`src/sv/psf_divider.sv`:
```
// Iterative restoring divider, one quotient bit per cycle, with
// round-half-even and saturation to 8 bits. Depends on nothing.
module psf_divider (
  input  logic        clk_i,
  input  logic        rst_ni,
  input  logic        start_i,
  input  logic [15:0] num_i,
  input  logic [7:0]  den_i,
  output logic        done_o,
  output logic [7:0]  quo_o
);

  localparam logic [3:0] LastStep = 4'd15;

  typedef enum logic [1:0] {DV_IDLE, DV_RUN, DV_ROUND} dv_state_e;

  dv_state_e   state_q;
  logic [3:0]  cnt_q;
  logic [15:0] num_q;
  logic [7:0]  den_q;
  logic [7:0]  rem_q;
  logic [7:0]  quo_q;
  logic        done_q;

  logic [8:0]  part;
  logic [8:0]  part_sub;
  logic        take;
  logic [8:0]  twice_rem;
  logic        round_up;
  logic [16:0] q_rnd;
  logic [7:0]  q_sat;

  assign part      = {rem_q, num_q[15]};
  assign take      = part >= {1'b0, den_q};
  assign part_sub  = part - {1'b0, den_q};
  assign twice_rem = {rem_q, 1'b0};
  assign round_up  = (twice_rem > {1'b0, den_q}) ||
                     ((twice_rem == {1'b0, den_q}) && num_q[0]);
  assign q_rnd     = {1'b0, num_q} + 17'(round_up);
  assign q_sat     = (q_rnd > 17'd255) ? 8'd255 : q_rnd[7:0];

  always_ff @(posedge clk_i or negedge rst_ni) begin
    if (!rst_ni) begin
      state_q <= DV_IDLE;
      cnt_q   <= '0;
      num_q   <= '0;
      den_q   <= '0;
      rem_q   <= '0;
      quo_q   <= '0;
      done_q  <= 1'b0;
    end else begin
      done_q <= (state_q == DV_ROUND);
      case (state_q)
        DV_IDLE: begin
          if (start_i) begin
            num_q   <= num_i;
            den_q   <= den_i;
            rem_q   <= '0;
            cnt_q   <= '0;
            state_q <= DV_RUN;
          end
        end
        DV_RUN: begin
          num_q <= {num_q[14:0], take};
          rem_q <= take ? part_sub[7:0] : part[7:0];
          cnt_q <= cnt_q + 4'd1;
          if (cnt_q == LastStep) begin
            state_q <= DV_ROUND;
          end
        end
        DV_ROUND: begin
          quo_q   <= q_sat;
          state_q <= DV_IDLE;
        end
        default: state_q <= DV_IDLE;
      endcase
    end
  end

  assign done_o = done_q;
  assign quo_o  = quo_q;

endmodule

```
`config.mk`:
```
export PLATFORM = sky130hd
export DESIGN_NAME = psf_divider
export DESIGN_NICKNAME = d
export VERILOG_FILES = /design/src/sv/psf_divider.sv
export SDC_FILE = /design/constraint.sdc
export NUM_CORES = 1
export LEC_CHECK = 0
export ABC_AREA = 1
export BUFFER_PORTS_ARGS = -buffer_cell sky130_fd_sc_hd__buf_2
export CELL_PAD_IN_SITES_DETAIL_PLACEMENT = 1
export CELL_PAD_IN_SITES_GLOBAL_PLACEMENT = 1
export CORE_ASPECT_RATIO = 0.5
export CORE_UTILIZATION = 43
export CTS_CLUSTER_DIAMETER = 100
export DETAILED_ROUTE_END_ITERATION = 10
export MAX_ROUTING_LAYER = met4
export PLACE_DENSITY_LB_ADDON = 0.1
export SKIP_CTS_REPAIR_TIMING = 1
export SLEW_MARGIN = 10
export SYNTH_ARGS = -nofsm -noshare
export SYNTH_HDL_FRONTEND = slang
export SYNTH_SLANG_ARGS = --single-unit
export TNS_END_PERCENT = 10
```
`constraint.sdc`:
```
create_clock -name clk_i -period 4 [get_ports clk_i]
set_clock_uncertainty 0.15 [all_clocks]
set_input_delay 0.2 -clock clk_i [delete_from_list [all_inputs] [get_ports clk_i]]
set_output_delay 0.2 -clock clk_i [all_outputs]
set_load 0.01 [all_outputs]
```
==> results.cfg, run 1 <==
[cells_and_area]
area_growth_pct = 15.3
antennaDiodeCount = 0
fillers = 786
drive_gt1_share_pct = 19.4
final_net_count = 447

[outcome]
violations = negative hold slack
status = finished with violations

[worst_setup_path]
slowest_delay_ps = 400
required_ps = 4040
cp_cell_sequence = ha_1 > nand2_1 > nor3_1 > nand2_1 > nand2_1 > clkinv_1 > nand2_1 > o21ai_0 > inv_1 > ha_1 > ha_1 > nand2_2 > nor2_4 > nand3_1 > nor2_1 > xor2_1 > nor2_2 > nand3_1 > nand2_1 > inv_1
crit_type = reg -> reg
ff2ff_setup_slack_ps = 800
r2r_cells = 20
path_depth = 20
startpoint_type = flip-flop
critPathSlowestCell = dfrtp_1
crit_fanout = 8
cp_num_buf_inv = 3
critPathArrivalTime_ps = 3230
endpoint_kind = flip-flop
cpLargestDelayFamily = simple AND/OR/NAND/NOR gates
crit_top_cell = nand2_1

[clock_tree]
tritoncts = built
clock-root-buffer = clkbuf_16
clock_sinks = 47
cts_buffers = 5
path_clk_slew_ps = 70
clockBufferDepth = 2
clk_latency_ps = 290
htree_levels = 2

[power]
p_per_area_mw_per_mm2 = 920
ir_drop_mv = 0.395
power_mw = 3.06
p_leak_nw = 1.64

[detailed_routing]
routed_wl_mm = 7.50
final_antenna_net_count = 0
vias = 2635
drc_errors = 0
routedWlPerCell_um = 15.1
drtIter0Drc = 68
dr.pass1.iters = 4
viasPerCell = 5.31

[synthesis]
yosys.area_share.simple_pct = 29.6
synth_top_family_by_area = simple AND/OR/NAND/NOR gates
synth_fa_ha_area_share_pct = 5.46
ys_seq_area_share_pct = 40.8
synthMuxAreaShare_pct = 0
synthesis.nets = 409
syn_avg_cell_area_um2 = 7.80
ys_ff_latch = 47
synth-compound-area-share_pct = 12.8
synth_edf_count = 0
yosys_warnings = 0
async_flop_share_pct = 100
syn_inst = 370
synthesis.area_mm2 = 0.00289
synth.distinct_cells = 33
synth_ff_type = dfrtp_1
synth_xor_area_share_pct = 2.43

[place]
hpwl_mm = 5.42
place_congestion = 0.865
port_buffers = 35

[grt]
grt_use_total_pct = 23.8
grt_start_max_net_pins = 48
antenna_found_initial = 0
grt-ovfl-total = 0
grt_pass1_wl_mm = 12.7
grt_pass1_vias = 2726

[floorplanning]
row_count = 20
die_h_um = 59.9
start_util_pct = 45.9
die-width_um = 118
core-area_mm2 = 0.00628
io_pins = 36
die_area_mm2 = 0.00706

[sta]
max_slew_margin_pct = 26.4
setup_viol = 0
fmax_ghz = 0.313
fin_crit_sh_pct = 79.9
min_period_ps = 3200
fin_hold_ws_ps = -31.2
rsz0062_at_grt = false
setup_tns_ps = 0
finalHoldViolCount = 51
tightestPinTransition_ps = 1100
maxSlewViolCount = 0

[flow_run]
maxCapViolations = 0

[worst_hold_path]
hp-class = in -> async
[where the power goes]
group	internal [mW]	total (mW)	switching (mW)
combinational	0.630	1.80	1.17
sequential	0.684	0.836	0.152
clock	0.244	0.424	0.179
total	1.56	3.06	1.50
[sequential cells by signal, summed over array words and instances, names as in the netlist]
| name | cells |
|---|---|
| state_q | 2 |
| cnt_q | 4 |
| rem_q | 8 |
| quo_o | 8 |
| den_q | 8 |
| done_o | 1 |
| num_q | 16 |
[per-layer routing]
metal	track usage, %	vias to the layer above	wire, um	share of wire (%)
li1	-	1291	-	-
met1	28.0	1293	3550	47
met2	41.3	38	3610	48
met3	5.63	13	236	3.1
met4	7.33	0	104	1.4
met5	-	-	0	0
[cells by family (layout without fill, tap and decap cells)]
| family | Yosys count | after routing |
|---|---|---|
| adder cells (fa/ha/maj) | 12 | 12 |
| AND/OR/NAND/NOR | 176 | 176 |
| flip-flops | 47 | 47 |
| XOR/XNOR | 8 | 8 |
| AO/OA/AOI/OAI | 60 | 60 |
| buffers and inverters | 67 | 105 |
[cell usage after synthesis (all sizes together) (6+ instances only)]
master	instances	share of area, %
clkbuf	7	0.91
nand2	94	13
nand3	25	4.3
ha	11	4.8
a21oi	13	2.3
xor2	6	1.8
inv	56	7.3
nor3	18	3.1
a221oi	13	3.9
o21ai	26	4.5
or2	10	2.2
dfrtp	47	41
nor2	23	5.3
[layout by cell type (no fill, tap or decap), types with 6 or more instances in the layout]
cell,n
ha_1,11
o21ai_0,13
buf_2,35
xor2_1,6
nand3_1,25
o21ai_1,13
nor3_1,18
or2_2,9
nand2_1,85
dfrtp_1,47
nor2_1,12
a21oi_1,13
inv_1,50
a221oi_1,13
nand2_2,7
inv_2,6
[area by class of cell]
| type | instances | area [um^2] | area share [%] |
|---|---|---|---|
| multi-input cells | 256 | 1450 | 43.6 |
| flip-flops and latches | 47 | 1180 | 35.4 |
| repair buffers | 40 | 223 | 6.69 |
| inverters | 58 | 223 | 6.69 |
| clock buffers | 6 | 139 | 4.17 |
| well taps | 88 | 110 | 3.31 |
| clock inverters | 1 | 5.00 | 0.150 |
[worst paths after layout]
path,startpoint,to
min reg2reg,cnt_q[3],state_q[0]
max reg2reg,rem_q[5],quo_o[1]
min,rst_ni,quo_o[3]
max in group asynchronous,rst_ni,rem_q[3]
min in group clk_i,den_i[5],den_q[5]
max,rem_q[5],quo_o[1]
[per-stage QoR]
| step | util [%] | instances | setup slack, ps | area, um^2 |
|---|---|---|---|---|
| floorplan | - | 370 | 1240 | 2890 |
| global placement | 50.0 | 485 | 918 | 3140 |
| detailed placement | 50.0 | 485 | 788 | 3140 |
| CTS | 52.3 | 492 | 774 | 3290 |
| global route | 53.0 | 496 | 428 | 3330 |
| finish | 53.0 | 496 | 805 | 3330 |
(Power assumes the default switching activity.)
==> inputs of run 2 (changes only) <==
--- a/config.mk
+++ b/config.mk
@@ -10,7 +10,7 @@
 export CELL_PAD_IN_SITES_DETAIL_PLACEMENT = 1
 export CELL_PAD_IN_SITES_GLOBAL_PLACEMENT = 1
 export CORE_ASPECT_RATIO = 0.5
-export CORE_UTILIZATION = 43
+export CORE_UTILIZATION = 39
 export CTS_CLUSTER_DIAMETER = 100
 export DETAILED_ROUTE_END_ITERATION = 10
 export MAX_ROUTING_LAYER = met4
==> constraint.sdc (replaced) <==
create_clock -name clk_i -period 2.7 [get_ports clk_i]
set_clock_uncertainty 0.15 [all_clocks]
set_input_delay 0.135 -clock clk_i [delete_from_list [all_inputs] [get_ports clk_i]]
set_output_delay 0.135 -clock clk_i [all_outputs]
set_load 0.01 [all_outputs]
==> run 2 against run 1 <==
Net effect: the run ends with negative hold slack, negative setup slack left; via count up 5.1%; first-iteration DRC count up 56%; routed wire length up 13%; utilization up 2.3 points; sequential power up 53%; maximum frequency up 4.0%; final cell count up 6.9%; final area up 15%; die area up 10%; critical endpoint is now quo_o[7]; largest power group unchanged; highest routed layer unchanged.
==> results.cfg, run 2 (synthesized netlist as in run 1, its figures left out) <==
[outcome]
status = finished with violations
violations = negative hold slack, negative setup slack

[sta]
fmax_ghz = 0.325
min_period_ps = 3070
tightestPinTransition_ps = 845
finalHoldViolCount = 1
fin_crit_sh_pct = 114
setup_slack_ps = -373
rsz0062_at_grt = true
setup_viol = 8
maxSlewViolCount = 0
max_slew_margin_pct = 43.7
fin_hold_ws_ps = -10.6

[cells_and_area]
drive_gt1_share_pct = 31.1
area_growth_pct = 32.3
antennaDiodeCount = 0
layout_common_cells = nand2_1, inv_1, dfrtp_1
largest_register_ffs = 16
final_net_count = 476
final_common_cell = nand2_1
top_register = num_q
fin_cells = 530

[worst_hold_path]
worstHoldEndpoint = num_q[1]
hp-start = num_i[1]
hold_path_depth = 3
hp-class = in -> reg

[worst_setup_path]
ff2ff_setup_slack_ps = -370
critPathSlowestCell = dfrtp_1
crit_type = reg -> reg
endpoint_kind = flip-flop
timing.rr.start = rem_q[5]
crit_fanout = 8
worstReg2RegEnd = quo_o[7]
cp_num_buf_inv = 3
startpoint_type = flip-flop
startpoint = rem_q[5]
slowest_delay_ps = 410
cp_cell_sequence = ha_4 > a21o_1 > a21oi_1 > nand2_1 > inv_2 > nand2_1 > o21ai_1 > inv_1 > ha_4 > ha_4 > nand2_4 > nor2_4 > nand2_1 > nand2_1 > nand2_1 > nand2_2 > nor2_4 > nand2_4 > nor2_8 > nand3_2 > nand2_1 > inv_1
crit_top_cell = nand2_1
required_ps = 2740
critPathArrivalTime_ps = 3110
cpLargestDelayFamily = simple AND/OR/NAND/NOR gates
r2r_cells = 22

[clock_tree]
clockBufferDepth = 2
tritoncts = built
htree_levels = 2
clock_sinks = 47
clock-root-buffer = clkbuf_16
clk_latency_ps = 290
cts_buffers = 5
path_clk_slew_ps = 60

[power]
p_leak_nw = 1.81
p_per_area_mw_per_mm2 = 1410
ir_drop_mv = 0.629
p_seq_share_pct = 23.8
clockPowerShare_pct = 12.5
comb_power_share_pct = 63.6
power.internal_mw = 2.80
power.share.switching_pct = 47.8
p_switching_mw = 2.56

[grt]
grt_pass1_vias = 2911
grt-ovfl-total = 0
grt_use_total_pct = 23.5
grt_start_max_net_pins = 44
grt_pass1_wl_mm = 13.6
antenna_found_initial = 0

[floorplanning]
core-area_mm2 = 0.00691
row_count = 21
start_util_pct = 41.8
io_pins = 36
die-width_um = 124
die_area_mm2 = 0.00777
die_h_um = 62.8

[place]
pre_cts_ws_ps = -381
dp_cells = 510
port_buffers = 35
place_congestion = 0.883
hpwl_mm = 5.87

[detailed_routing]
drtIter0Drc = 106
vias = 2769
routed_wl_mm = 8.48
routedWlPerCell_um = 16.0
final_antenna_net_count = 0
viasPerCell = 5.22
drc_errors = 0
dr.pass1.iters = 4

[flow_run]
maxCapViolations = 0
## run 2: cell types whose count changed in the layout (fill, tap and decap cells not counted), sizes merged
cell	before	now
buf	36	58
clkbuf	6	8
clkinv	3	1
dlygate4sd3	4	11
inv	56	57
## run 2: layer usage
layer,global-route usage [%],vias to the layer above,routed length [um]
met4,7.83,0,155
met2,38.8,37,4390
met1,28.4,1365,3750
met3,5.11,18,194
li1,-,1349,-
met5,-,-,0
## run 2: area by class of cell
cell class / count / area [um^2]
multi-input combinational: 256 / 1690
fill: 859 / 3090
clock buffer: 8 / 156
inverter: 58 / 223
timing repair buffer: 69 / 458
tap: 92 / 115
sequential: 47 / 1180
## run 2: power by group through the flow
stage	registers [mW]	clock network [mW]	logic, mW
2_1_floorplan	1.20	0	2.15
3_3_place_gp	1.24	0	2.88
3_5_place_dp	1.26	0	3.02
4_1_cts	1.25	0.685	3.06
5_1_grt	1.32	0.716	3.81
6_report	1.28	0.673	3.42
## run 2: tightest hold or removal path, delay by kind of cell
family,cells,cell delay [ps]
buffers and inverters,1,80
AO/OA/AOI/OAI,2,170
## run 2: through the flow
step	power (mW)	instance area, um^2	setup TNS [ps]	util, %
floorplan	3.35	2950	-196	-
global placement	4.12	3370	-1960	48.8
detailed placement	4.28	3370	-2830	48.8
CTS	5.00	3530	-2950	51.1
global route	5.84	3820	-3990	55.2
finish	5.37	3820	-2860	55.2
## run 2: worst max-delay path by stage
stage | cells past startpoint | slack [ps] | endpoint
6_report | 22 | -370 | quo_o[7]
5_1_grt | 22 | -530 | quo_o[4]
4_1_cts | 20 | -400 | quo_o[0]
3_5_place_dp | 20 | -380 | quo_o[0]
3_3_place_gp | 20 | -270 | quo_o[3]
2_1_floorplan | 22 | -20 | quo_o[0]
